## src/hw/rtl/mbma_pkg.sv

```systemverilog
// ----------------------------------------------------------------------------
// mbma_pkg: shared types and constants
// Request payload types, configuration indexes and helper widths.
// ----------------------------------------------------------------------------
`default_nettype none
package mbma_pkg;
    localparam int MaxWidthDef  = 256;
    localparam int MaxHeightDef = 256;
    localparam int HeatBits     = 24;
    localparam int CoordBits    = 12;
    localparam int DimBits      = 7;
    localparam int OrgBits      = 11;
    localparam int SizeBits     = 9;
    localparam int CfgIdxBits   = 3;

    typedef enum logic [CfgIdxBits-1:0] {
        CFG_BLOCK_DIM    = 3'd0,
        CFG_MAP_ORIGIN_X = 3'd1,
        CFG_MAP_ORIGIN_Y = 3'd2,
        CFG_MAP_WIDTH    = 3'd3,
        CFG_MAP_HEIGHT   = 3'd4
    } cfg_idx_t;

    typedef struct packed {
        logic signed [HeatBits-1:0] cell_heat;
        logic                       cell_enabled;
        logic                       map_start;
    } cell_req_t;

    typedef struct packed {
        logic                        block_found;
        logic [CoordBits-1:0]        block_x;
        logic [CoordBits-1:0]        block_y;
        logic [DimBits-1:0]          block_w;
        logic [DimBits-1:0]          block_h;
        logic signed [HeatBits-1:0]  peak_heat;
        logic [CoordBits-1:0]        peak_x;
        logic [CoordBits-1:0]        peak_y;
        logic                        map_done;
        logic                        best_found;
        logic [CoordBits-1:0]        best_x;
        logic [CoordBits-1:0]        best_y;
    } block_res_t;

    // Classified cell handed from front to back.
    typedef struct packed {
        logic signed [HeatBits-1:0] heat;
        logic                       en;
        logic                       restart;   // overall best restarts first
        logic                       blk_first; // first cell of its block
        logic                       blk_last;  // last cell of its block
        logic                       map_end;
        logic [CoordBits-1:0]       col;
        logic [CoordBits-1:0]       row;
        logic [CoordBits-1:0]       bc;
        logic [CoordBits-1:0]       br;
        logic [DimBits-1:0]         bw;
        logic [DimBits-1:0]         bh;
    } cell_cls_t;

    // One entry of the per-block-column peak store.
    typedef struct packed {
        logic                       found;
        logic signed [HeatBits-1:0] heat;
        logic [CoordBits-1:0]       px;
        logic [CoordBits-1:0]       py;
    } peak_ent_t;
endpackage
`default_nettype wire

```

## src/hw/rtl/mbma_fifo.sv

```systemverilog
// ----------------------------------------------------------------------------
// mbma_fifo: two-entry queue
// Decouples the front scan from the back accumulator.
// ----------------------------------------------------------------------------
`default_nettype none
module mbma_fifo (
    input  wire logic                 clk,
    input  wire logic                 rst_n,
    input  wire logic                 push,
    input  wire mbma_pkg::cell_cls_t  push_data,
    input  wire logic                 pop,
    output logic                      full,
    output logic                      not_empty,
    output mbma_pkg::cell_cls_t       head
);
    import mbma_pkg::*;
    cell_cls_t mem_reg [2];
    logic      wp_reg, rp_reg;
    logic [1:0] cnt_reg;

    assign full = cnt_reg[1];
    assign not_empty = cnt_reg != 2'd0;
    assign head = mem_reg[rp_reg];

    always_ff @(posedge clk)
    begin
        if (push)
        begin
            mem_reg[wp_reg] <= push_data;
        end
    end

    always_ff @(posedge clk or negedge rst_n)
    begin
        if (!rst_n)
        begin
            wp_reg <= 1'b0; rp_reg <= 1'b0; cnt_reg <= '0;
        end
        else
        begin
            if (push) wp_reg <= ~wp_reg;
            if (pop)  rp_reg <= ~rp_reg;
            cnt_reg <= cnt_reg + 2'(push) - 2'(pop);
        end
    end
endmodule
`default_nettype wire

```

## config.mk

```make
export PLATFORM = sky130hd
export DESIGN_NAME = mbma_fifo
export DESIGN_NICKNAME = d
export VERILOG_FILES = /design/src/hw/rtl/mbma_pkg.sv /design/src/hw/rtl/mbma_fifo.sv
export SDC_FILE = /design/constraint.sdc
export NUM_CORES = 1
export LEC_CHECK = 0
export ABC_AREA = 1
export ABC_CLOCK_PERIOD_IN_PS = 4350
export BUFFER_PORTS_ARGS = -buffer_cell sky130_fd_sc_hd__clkbuf_2
export CORE_UTILIZATION = 30
export DETAILED_ROUTE_END_ITERATION = 10
export GPL_TIMING_DRIVEN = 0
export PLACE_DENSITY = 0.56
export SLEW_MARGIN = 20
export SYNTH_ARGS = -nofsm -noshare
export SYNTH_HDL_FRONTEND = slang
export SYNTH_SLANG_ARGS = --single-unit
```

## constraint.sdc

```tcl
create_clock -name clk -period 4.35 [get_ports clk]
set_input_delay 0.2175 -clock clk [delete_from_list [all_inputs] [get_ports clk]]
set_output_delay 0.2175 -clock clk [all_outputs]
set_load 0.02 [all_outputs]
```

==> impl_metrics.json <==
{
  "grtUsageTotal_pct": 12.7,
  "worstPathArrival_ns": 1.63,
  "detail-route-antenna-nets": 0,
  "wl_mm": 15.4,
  "placed_area_um2": 8760,
  "antenna_found_initial": 1,
  "slew_headroom_pct": 61.6,
  "met2_length_mm": 7.95,
  "cp-start-kind": "flop",
  "postCtsSetupBuffers": 0,
  "power.total_mw": 6.62,
  "syn_to_final_growth_pct": 41.3,
  "postLayoutCellArea_um2": 10300,
  "fp.dieArea_um2": 24900,
  "setup.worst_path.end_class": "output pin",
  "synth_nets": 596,
  "setup_viol": 0,
  "final_common_cell": "clkbuf_2",
  "max_freq_mhz": 543,
  "finalHoldViolCount": 0,
  "drt_pass1_iterations": 4,
  "p_clk_share_pct": 23.6,
  "setup_slack_ns": 2.51,
  "highest_layer": "met4",
  "drcViolationCount": 0,
  "cts_sinks": 186,
  "syn-cell-area_um2": 7280,
  "worst_path_max_delay_cell": "dfrtp_1",
  "clock_path_buffers": 2,
  "drive_above_1_share_pct": 36.3,
  "syn_inst": 499,
  "pin_count": 188,
  "outcome": "finished, final reports clean",
  "gp_congestion": 0.709,
  "dp_slack_ns": 2.65,
  "dr_total_vias": 4564,
  "cts_buffers": 17,
  "path_max_fanout": 10,
  "worstPathRequired_ns": 4.13,
  "clock_latency_ns": 0.42,
  "p_sw_mw": 2.46,
  "syn_avg_cell_area_um2": 14.6,
  "port_buffers": 187,
  "yosysUniqueCellTypes": 15,
  "intPower_mw": 4.16,
  "die_w_um": 158,
  "worst_slew_pin_slew_ns": 0.574,
  "wire_per_inst_um": 13.6,
  "grt_max_degree": 59,
  "combPwrFrac_pct": 39.4,
  "switching_share_pct": 37.2,
  "min_period_over_period_pct": 42.4,
  "yosys_warnings": 0,
  "finClkSkew_ns": 0.00827,
  "start_util_pct": 30.8,
  "seq_power_share_pct": 37.0,
  "first_global_vias": 4490,
  "layout_common_cells": "clkbuf_2, edfxtp_1, nand2_1",
  "fin_crit_ns": 1.84,
  "tns_ns": 0,
  "fp-row-count": 56,
  "ys_seq_area_share_pct": 76.4,
  "rsz0062_at_grt": "no",
  "drtIter0Drc": 162,
  "met1Wirelength_mm": 6.62,
  "slew_viol_final": 0,
  "cts_tree": "yes",
  "max_stage_delay_ns": 0.41,
  "hp-class": "in2reg",
  "grt_overflow_total": 0,
  "core_area_um2": 23600,
  "cts-root-buf": "clkbuf_16",
  "critPathKind": "reg2out",
  "die_h_um": 158,
  "leakage_nw": 4.37,
  "route.met3.wl_um": 790,
  "powerDensity_nw_per_um2": 644,
  "largest_register_ff_count": 182,
  "ys_ff_latch": 186,
  "drv_cap": 0,
  "crit_chain": "buf_6 -> buf_8 -> o21ai_0 -> clkbuf_2",
  "via_per_inst": 4.02,
  "fin_nets": 900,
  "htreeDepth": 4,
  "dp_hpwl_mm": 10.0,
  "cts.reportedPaths.clkPinSlew_ns": 0.07,
  "vdd_ir_drop_max_mv": 0.294,
  "grt_first_pass_wirelength_mm": 23.3
}
-- synth_stat cells --
cell type	number	share of area [%]
buf_12	4	1.1
buf_6	8	1.2
buf_8	6	1.2
clkbuf_2	1	0.069
clkbuf_8	1	0.19
dfrtp_1	4	1.4
edfxtp_1	182	75
ha_1	2	0.34
inv_1	98	5.1
nand2_1	98	5.1
nand3_1	1	0.069
nor2_1	1	0.051
o21ai_0	39	2.7
o21ai_2	52	6.3
xor2_1	2	0.24
-- metal layers --
layer | track usage, % | vias up
met3 | 4.02 | 5
li1 | - | 2307
met1 | 15.2 | 2142
met2 | 21.9 | 110
met5 | 0 | -
met4 | 3.19 | 0
-- power groups by stage --
stage / Combinational [mW] / Clock, mW / Sequential, mW
2_1_floorplan: 1.67 / 0 / 2.51
3_3_place_gp: 2.51 / 0 / 2.54
3_5_place_dp: 2.61 / 0 / 2.49
4_1_cts: 2.68 / 1.62 / 2.45
5_1_grt: 2.86 / 1.68 / 2.48
6_report: 2.61 / 1.57 / 2.45
-- cell families after synthesis --
group                      Yosys count  share of synthesized area (%)
DFF                                186                           76.4
adders and majority gates            2                          0.344
buffers and inverters              118                           8.88
and+or+nand+nor                    100                           5.17
xor gates and xnor gates             2                          0.241
AOI/OAI and AO/OA                   91                           8.93
-- stage by stage --
step                instances  utilization [%]  hold slack, ns
floorplan                 499                -         -0.0781
global placement         1005             36.5          0.0361
detailed placement       1010             37.1          0.0376
CTS                      1135             43.6         0.00775
global route             1136             43.6          0.0284
finish                   1136             43.6          0.0355
-- cell type report --
class                   instances  area (um2)
diodes                          1        2.50
plain buffers                  20         279
clock buffers                  18         429
clock inverters                14         164
fillers                      2149       13300
inverters                      98         373
multi-input cells             195        1080
flip-flops and latches        186        5570
well taps                     319         399
repair buffers                285        2000
-- repair_timing --
item / 4_1_cts / 5_1_grt
resized for setup: 0 / 0
hold buffers: 93 / 0
endpoints found under the hold margin: 187 / 0
-- path summary, 6_finish.rpt --
| check | from | end | slack (ns) | cells after the start |
|---|---|---|---|---|
| min in group asynchronous | rst_n | cnt_reg[0] | 0.14 | 2 |
| max reg2reg | wp_reg | mem_reg[0][32] | 2.70 | 3 |
| max | rp_reg | head[26] | 2.51 | 4 |
| min reg2reg | wp_reg | wp_reg | 0.54 | 1 |
| max in group asynchronous | rst_n | rp_reg | 4.08 | 2 |
| min | push | wp_reg | 0.04 | 2 |
-- critical path, delay by kind of cell (launching register included) --
kind	cells	cell delay (ns)
compound gates	1	0.22
flops	1	0.41
buf+inv	3	0.57
No activity file was read; power rests on OpenSTA's default activity.
