### src/hw/rtl/mbma_pkg.sv
// ----------------------------------------------------------------------------
// mbma_pkg: shared types and constants
// Request payload types, configuration indexes and helper widths.
// ----------------------------------------------------------------------------
`default_nettype none
package mbma_pkg;
    localparam int MaxWidthDef  = 256;
    localparam int MaxHeightDef = 256;
    localparam int HeatBits     = 24;
    localparam int CoordBits    = 12;
    localparam int DimBits      = 7;
    localparam int OrgBits      = 11;
    localparam int SizeBits     = 9;
    localparam int CfgIdxBits   = 3;

    typedef enum logic [CfgIdxBits-1:0] {
        CFG_BLOCK_DIM    = 3'd0,
        CFG_MAP_ORIGIN_X = 3'd1,
        CFG_MAP_ORIGIN_Y = 3'd2,
        CFG_MAP_WIDTH    = 3'd3,
        CFG_MAP_HEIGHT   = 3'd4
    } cfg_idx_t;

    typedef struct packed {
        logic signed [HeatBits-1:0] cell_heat;
        logic                       cell_enabled;
        logic                       map_start;
    } cell_req_t;

    typedef struct packed {
        logic                        block_found;
        logic [CoordBits-1:0]        block_x;
        logic [CoordBits-1:0]        block_y;
        logic [DimBits-1:0]          block_w;
        logic [DimBits-1:0]          block_h;
        logic signed [HeatBits-1:0]  peak_heat;
        logic [CoordBits-1:0]        peak_x;
        logic [CoordBits-1:0]        peak_y;
        logic                        map_done;
        logic                        best_found;
        logic [CoordBits-1:0]        best_x;
        logic [CoordBits-1:0]        best_y;
    } block_res_t;

    // Classified cell handed from front to back.
    typedef struct packed {
        logic signed [HeatBits-1:0] heat;
        logic                       en;
        logic                       restart;   // overall best restarts first
        logic                       blk_first; // first cell of its block
        logic                       blk_last;  // last cell of its block
        logic                       map_end;
        logic [CoordBits-1:0]       col;
        logic [CoordBits-1:0]       row;
        logic [CoordBits-1:0]       bc;
        logic [CoordBits-1:0]       br;
        logic [DimBits-1:0]         bw;
        logic [DimBits-1:0]         bh;
    } cell_cls_t;

    // One entry of the per-block-column peak store.
    typedef struct packed {
        logic                       found;
        logic signed [HeatBits-1:0] heat;
        logic [CoordBits-1:0]       px;
        logic [CoordBits-1:0]       py;
    } peak_ent_t;
endpackage
`default_nettype wire

### src/hw/rtl/mbma_front.sv
// ----------------------------------------------------------------------------
// mbma_front: scan position tracking
// Walks the raster position, marks block boundaries and clipped sizes.
// ----------------------------------------------------------------------------
`default_nettype none
module mbma_front #(
    parameter int MAX_WIDTH  = mbma_pkg::MaxWidthDef,
    parameter int MAX_HEIGHT = mbma_pkg::MaxHeightDef
) (
    input  wire logic                           clk,
    input  wire logic                           rst_n,
    input  wire logic                           cfg_restart,
    input  wire logic [mbma_pkg::DimBits-1:0]   dim,
    input  wire logic [mbma_pkg::SizeBits-1:0]  width_raw,
    input  wire logic [mbma_pkg::SizeBits-1:0]  height_raw,
    input  wire logic                           in_valid,
    input  wire mbma_pkg::cell_req_t            in_req,
    input  wire logic                           take,
    output mbma_pkg::cell_cls_t                 cls
);
    import mbma_pkg::*;
    logic [CoordBits-1:0] col_reg, col_next, row_reg, row_next;
    logic [5:0] wc_reg, wc_next, wr_reg, wr_next;
    logic [DimBits-1:0] d;
    logic [CoordBits-1:0] w, h, col, row, bw, bh;
    logic [5:0] wc, wr;
    logic restart, lc, lr, col_end, row_end;

    always_comb
    begin
        d = (dim == '0) ? DimBits'(1) : (dim > DimBits'(64) ? DimBits'(64) : dim);
        w = (width_raw == '0) ? CoordBits'(1)
            : ((int'(width_raw) > MAX_WIDTH) ? CoordBits'(MAX_WIDTH)
               : CoordBits'(width_raw));
        h = (height_raw == '0) ? CoordBits'(1)
            : ((int'(height_raw) > MAX_HEIGHT) ? CoordBits'(MAX_HEIGHT)
               : CoordBits'(height_raw));
        restart = in_req.map_start || col_reg >= w || row_reg >= h
                  || 7'(wc_reg) >= d || 7'(wr_reg) >= d;
        col = restart ? '0 : col_reg;
        row = restart ? '0 : row_reg;
        wc  = restart ? '0 : wc_reg;
        wr  = restart ? '0 : wr_reg;
        col_end = (col == w - 1'b1);
        row_end = (row == h - 1'b1);
        lc = (7'(wc) == d - 1'b1) || col_end;
        lr = (7'(wr) == d - 1'b1) || row_end;
        cls.heat      = in_req.cell_heat;
        cls.en        = in_req.cell_enabled;
        cls.restart   = restart;
        cls.blk_first = (wc == '0) && (wr == '0);
        cls.blk_last  = lc && lr;
        cls.map_end   = col_end && row_end;
        cls.col       = col;
        cls.row       = row;
        cls.bc        = col - CoordBits'(wc);
        cls.br        = row - CoordBits'(wr);
        bw = w - cls.bc;
        bh = h - cls.br;
        cls.bw = (bw > CoordBits'(d)) ? d : DimBits'(bw);
        cls.bh = (bh > CoordBits'(d)) ? d : DimBits'(bh);
        col_next = col_reg; row_next = row_reg; wc_next = wc_reg; wr_next = wr_reg;
        if (cfg_restart)
        begin
            col_next = '0; row_next = '0; wc_next = '0; wr_next = '0;
        end
        else if (in_valid && take)
        begin
            if (cls.map_end)
            begin
                col_next = '0; row_next = '0; wc_next = '0; wr_next = '0;
            end
            else if (col_end)
            begin
                col_next = '0; wc_next = '0;
                row_next = row + 1'b1;
                wr_next = (7'(wr) == d - 1'b1) ? '0 : wr + 1'b1;
            end
            else
            begin
                col_next = col + 1'b1;
                row_next = row;
                wr_next = wr;
                wc_next = (7'(wc) == d - 1'b1) ? '0 : wc + 1'b1;
            end
        end
    end

    always_ff @(posedge clk or negedge rst_n)
    begin
        if (!rst_n)
        begin
            col_reg <= '0; row_reg <= '0; wc_reg <= '0; wr_reg <= '0;
        end
        else
        begin
            col_reg <= col_next; row_reg <= row_next;
            wc_reg <= wc_next; wr_reg <= wr_next;
        end
    end
endmodule
`default_nettype wire

### config.mk
export PLATFORM = sky130hd
export DESIGN_NAME = mbma_front
export DESIGN_NICKNAME = d
export VERILOG_FILES = /design/src/hw/rtl/mbma_pkg.sv /design/src/hw/rtl/mbma_front.sv
export SDC_FILE = /design/constraint.sdc
export NUM_CORES = 1
export LEC_CHECK = 0
export BUFFER_PORTS_ARGS = -buffer_cell sky130_fd_sc_hd__buf_2
export CORE_ASPECT_RATIO = 0.9
export CORE_MARGIN = 10
export CORE_UTILIZATION = 56
export DETAILED_ROUTE_END_ITERATION = 6
export HOLD_SLACK_MARGIN = 0.02
export PLACE_DENSITY_LB_ADDON = 0.15
export SYNTH_ARGS = -nofsm -noshare
export SYNTH_HDL_FRONTEND = slang
export SYNTH_SLANG_ARGS = --single-unit
### constraint.sdc
create_clock -name clk -period 10.3 [get_ports clk]
set_clock_uncertainty 0.1 [all_clocks]
set_input_delay 0.515 -clock clk [delete_from_list [all_inputs] [get_ports clk]]
set_output_delay 0.515 -clock clk [all_outputs]
set_load 0.02 [all_outputs]
==> results_dict.tcl, run 1 <==
set metrics [dict create \
    rows 37 \
    die_h_um 121.9 \
    ctsResizeCount 0 \
    maxSlewViolCount 0 \
    hold_viol 0 \
    relSlewSlack_pct 15.86 \
    max_stage_delay_ns 0.83 \
    antenna_found_initial 0 \
    numPlacedInstances 1040 \
    htree_levels 2 \
    first_pass_iters 6 \
    power.density_nw_per_um2 75.58 \
    initial_utilization_pct 57.00 \
    place.gp.congestion 0.9551 \
    place_hpwl_mm 16.79 \
    fin_cells 1048 \
    p_leak_nw 3.398 \
    clkSlewWorstSetupHoldPaths_ns 0.06 \
    tns_ns 0 \
    setup_viol 0 \
    crit_slowest_cell "nor2_4" \
    irDropWorstVdd_uv 87.48 \
    startpoint_type "input port" \
    routed_wl_mm 20.77 \
    ant_nets 0 \
    die_w_um 133.3 \
    period_needed_ns 8.931 \
    yosys.area.top_type "ha_1" \
    worst_pin_slew_ns 1.262 \
    path_buf_inv 4 \
    io_pins 147 \
    fmax_mhz 112.0 \
    cp_top_family "simple AND/OR/NAND/NOR gates" \
    syn_to_final_growth_pct 6.871 \
    synth-edff-count 0 \
    arrival_ns 8.32 \
    syn_inst 853 \
    synth_flop_cell "dfrtp_1" \
    overflow 0 \
    grt_pass1_vias 6247 \
    endpoint_kind "output port" \
    syn_area_per_cell_um2 7.579 \
    io_buffers 90 \
    critical_path_peak_fanout 40 \
    cts-root-buf "clkbuf_16" \
    yosys_warnings 0 \
    postCtsSetupBuffers 0 \
    diodes 0 \
    cts_hold_buf 0 \
    synth.top_cell.area_share_pct 15.10 \
    wire_per_inst_um 19.82 \
    path_class "in2out" \
    vias 6610 \
    cp_common_cell "ha_1" \
    ys_seq_area_share_pct 13.93 \
    ys_top_cells_by_count "inv_1, nand2_1, ha_1" \
    grt_use_total_pct 24.15 \
    cts_buffer_depth 2 \
    grt_pass1_wl_mm 32.69 \
    synthArstFlopShare_pct 100.0 \
    synth_area_um2 6465 \
    cp.required_ns 9.69 \
    grt_max_degree 41 \
    drc 0 \
    core_area_um2 11340 \
    die-area_um2 16250 \
    synthTopCellsByArea "ha_1, dfrtp_1, inv_1, nand2_1, xnor2_1" \
    hold_path.class "in2async" \
    cts.sinks 36 \
    viasPerCell 6.307 \
    layout-drive-gt1-share_pct 15.25 \
    yosysUniqueCellTypes 88 \
    rsz0062_at_grt "no" \
    clk_latency_ns 0.28 \
    synth_seq_cells 36 \
    cts_tree "done" \
    fin_crit_sh_pct 86.71 \
    layout.nets 1029 \
    numCtsBuffers 5 \
    outcome "complete, no violations" \
    maxCapViolCount 0 \
    drt_iter0_drc 656 \
]
[metal layers]
| layer | share of wire (%) | track usage, % |
|---|---|---|
| met5 | 0 | 0 |
| met4 | 0.89 | 4.823 |
| met3 | 10 | 4.568 |
| met2 | 44 | 37.65 |
| met1 | 45 | 34.10 |
[final cells by class]
cell class	instances	area, um^2
Multi-Input combinational cell	674	4896
Sequential cell	36	900.9
Timing Repair Buffer	91	457.9
Tap cell	156	195.2
Clock inverter	2	16.27
Fill cell	1056	4433
Clock buffer	6	128.9
Inverter	83	314.1
[where the power goes]
group          switching (mW)  internal [mW]
clock                  0.0579         0.0900
combinational           0.146         0.0854
sequential            0.00103          0.142
total                   0.205          0.318
[cells by family (layout without fill, tap and decap cells)]
group                    after synthesis  in the layout  synth area share (%)
multiplexers                          17             17                 2.903
other                                  1              6               0.05801
XOR/XNOR                              52             52                 7.664
AND/OR/NAND/NOR                      298            298                 23.92
flip-flops                            36             36                 13.93
buffers and inverters                148            182                 10.68
AO/OA/AOI/OAI                        218            218                 24.35
adder cells (fa/ha/maj)               83             83                 16.49
[placed cells by master (no fill, tap or decap), types with 6 or more instances in the layout]
master	instances
dfrtp_1	36
nor2b_1	20
nand4_1	9
buf_2	90
a21boi_0	6
mux2_1	6
xnor2_1	33
o211ai_1	7
nand2b_1	21
nor2_1	45
nor3_1	35
a31oi_1	11
xor2_1	16
mux2_2	8
o21ai_0	38
nand3_1	21
a32o_1	8
a21o_1	11
o22ai_1	6
and2_1	8
nor4_1	9
conb_1	6
ha_1	78
a21oi_1	45
a211oi_1	8
nand2_1	81
and3_1	17
inv_1	81
[worst paths after layout]
kind / from / endpoint / slack [ns] / cells past startpoint
worst max-delay path: dim[2] / cls[2] / 1.37 / 30
worst min-delay path: rst_n / row_reg[5] / 0.23 / 1
worst max register to register: col_reg[8] / row_reg[7] / 4.80 / 13
worst min register to register: col_reg[11] / col_reg[11] / 0.39 / 1
max in group asynchronous: rst_n / wr_reg[4] / 9.35 / 1
min in group clk: col_reg[11] / col_reg[11] / 0.39 / 1
[per-stage QoR]
| stage | hold WS (ns) | area [um^2] | setup slack [ns] | power [mW] | util, % |
|---|---|---|---|---|---|
| 2_1_floorplan | 0.1194 | 6484 | 2.564 | 0.3278 | - |
| 3_3_place_gp | 0.3728 | 6764 | 1.728 | 0.3681 | 59.64 |
| 3_5_place_dp | 0.3752 | 6764 | 1.494 | 0.3734 | 59.64 |
| 4_1_cts | 0.2593 | 6909 | 1.465 | 0.5225 | 60.92 |
| 5_1_grt | 0.2844 | 6909 | 0.7410 | 0.5566 | 60.92 |
| 6_report | 0.2327 | 6909 | 1.369 | 0.5222 | 60.92 |
(Power assumes the default switching activity.)
==> run 2, diff against run 1 <==
--- a/config.mk
+++ b/config.mk
@@ -12,6 +12,7 @@
 export DETAILED_ROUTE_END_ITERATION = 6
 export HOLD_SLACK_MARGIN = 0.02
 export PLACE_DENSITY_LB_ADDON = 0.15
+export REMOVE_ABC_BUFFERS = 1
 export SYNTH_ARGS = -nofsm -noshare
 export SYNTH_HDL_FRONTEND = slang
 export SYNTH_SLANG_ARGS = --single-unit
==> run 2 against run 1 <==
Wire length is 5.6% higher; combinational power is 2% higher; final cell count stayed put; first-iteration DRC count is 13% higher; worst setup slack better by 0.044 ns; fmax is 0.50% higher; count of clock-buffer cells in the layout is 1 lower; flip-flop and latch count stayed put.
==> results_dict.tcl, run 2 (synthesis results as in run 1) <==
set metrics [dict create \
    tns_ns 0 \
    place_hpwl_mm 17.50 \
    cts_hold_buf 0 \
    viasPerCell 6.348 \
    outcome "complete, no violations" \
    fmax_mhz 112.5 \
    path_class "in2out" \
    htree_levels 2 \
    hold_ws_ns 0.2330 \
    cp.required_ns 9.69 \
    cts_buffer_depth 2 \
    totalPowerFinal_uw 555.1 \
    die_w_um 133.3 \
    cts.sinks 36 \
    maxCapViolCount 0 \
    period_needed_ns 8.887 \
    cts-root-buf "clkbuf_16" \
    multi_input_area_um2 4896 \
    seq_area_um2 900.9 \
    arrival_ns 8.27 \
    clkSlewWorstSetupHoldPaths_ns 0.06 \
    clk_latency_ns 0.28 \
    worst_pin_slew_ns 1.301 \
    drc 0 \
    hold_path.class "in2async" \
    cts_tree "done" \
    wire_per_inst_um 20.93 \
    p_int_uw 342.1 \
    fillers 1061 \
    antenna_found_initial 0 \
    ctsResizeCount 0 \
    rr_worst_depth 14 \
    fin_crit_sh_pct 86.29 \
    clkPwrFrac_pct 31.9 \
    grt_pass1_vias 6492 \
    io_buffers 90 \
    first_pass_iters 5 \
    postCtsSetupBuffers 0 \
    crit_slowest_cell "nor2_4" \
    endpoint_kind "output port" \
    p_sw_uw 213.0 \
    irDropWorstVdd_uv 76.46 \
    critical_path_peak_fanout 40 \
    relSlewSlack_pct 13.26 \
    die_h_um 121.9 \
    maxSlewViolCount 0 \
    power.density_nw_per_um2 80.08 \
    drt_iter0_drc 744 \
    diodes 0 \
    numCtsBuffers 5 \
    final_common_cell "buf_2" \
    io_pins 147 \
    max_stage_delay_ns 0.88 \
    hold_viol 0 \
    die-area_um2 16250 \
    rsz0062_at_grt "no" \
    grt_use_total_pct 25.89 \
    place.gp.congestion 0.9530 \
    core_area_um2 11340 \
    final_cell_mix "buf_2, inv_1, nand2_1" \
    overflow 0 \
    startpoint_type "input port" \
    vias 6653 \
    combPwrFrac_pct 42.3 \
    setup_viol 0 \
    sw_frac_of_total_pct 38.36 \
    routed_wl_mm 21.94 \
    rows 37 \
    ant_nets 0 \
    initial_utilization_pct 57.00 \
    p_leak_nw 3.411 \
    layout-drive-gt1-share_pct 15.36 \
    syn_to_final_growth_pct 7.219 \
    layout.nets 1029 \
    cp_common_cell "ha_1" \
    seqPwrFrac_pct 25.8 \
    grt_max_degree 41 \
    grt_pass1_wl_mm 34.70 \
]
[run 2: changes by cell type in the layout (fill, tap and decap cells not counted)]
| cell | before | now |
|---|---|---|
| bufinv_16 | 0 | 1 |
| clkinv_2 | 0 | 1 |
| clkinv_4 | 1 | 0 |
| clkbuf_1 | 1 | 0 |
[run 2: through the flow]
step	util [%]	instance area [um^2]	std cells	setup slack [ns]
global route	61.11	6932	1048	0.7487
global placement	59.64	6764	1040	1.779
floorplan	-	6107	793	2.625
CTS	61.11	6932	1048	1.511
finish	61.11	6932	1048	1.413
detailed placement	59.64	6764	1040	1.534
[run 2: area by class of cell]
cell class	instances	share of cell area, %
clock buffer	5	1.805
clock inverter	3	0.6137
multi-input combinational	674	70.63
tap	156	2.816
sequential	36	13.00
timing repair buffer	91	6.606
inverter	83	4.531
[run 2: metal layers]
metal	vias up	part of all wire [%]	global-route usage [%]
li1	3134	-	-
met3	22	9.8	5.062
met5	-	0	0.8772
met2	360	43	39.39
met1	3137	47	37.68
met4	0	0.83	3.804
[run 2: final timing paths]
kind,start,end,slack (ns)
max,dim[2],cls[4],1.41
min,rst_n,row_reg[11],0.23
min reg2reg,col_reg[10],col_reg[10],0.39
max in group asynchronous,rst_n,wr_reg[1],9.34
max reg2reg,col_reg[8],row_reg[6],4.82
min in group clk,col_reg[10],col_reg[10],0.39
[run 2: critical path, delay by kind of cell]
kind	cells	cell delay, ns
multiplexers	1	0.37
AND/OR/NAND/NOR	9	2.91
XOR/XNOR	1	0.17
adder cells (fa/ha/maj)	4	1.35
buffers and inverters	4	0.65
AO/OA/AOI/OAI	11	2.31
[run 2: power by group through the flow]
| stage | Combinational (mW) | Sequential (mW) | Clock [mW] |
|---|---|---|---|
| CTS | 0.231 | 0.143 | 0.178 |
| global route | 0.258 | 0.143 | 0.184 |
| floorplan | 0.161 | 0.145 | 0 |
| finish | 0.235 | 0.143 | 0.177 |
| detailed placement | 0.229 | 0.146 | 0 |
| global placement | 0.223 | 0.146 | 0 |
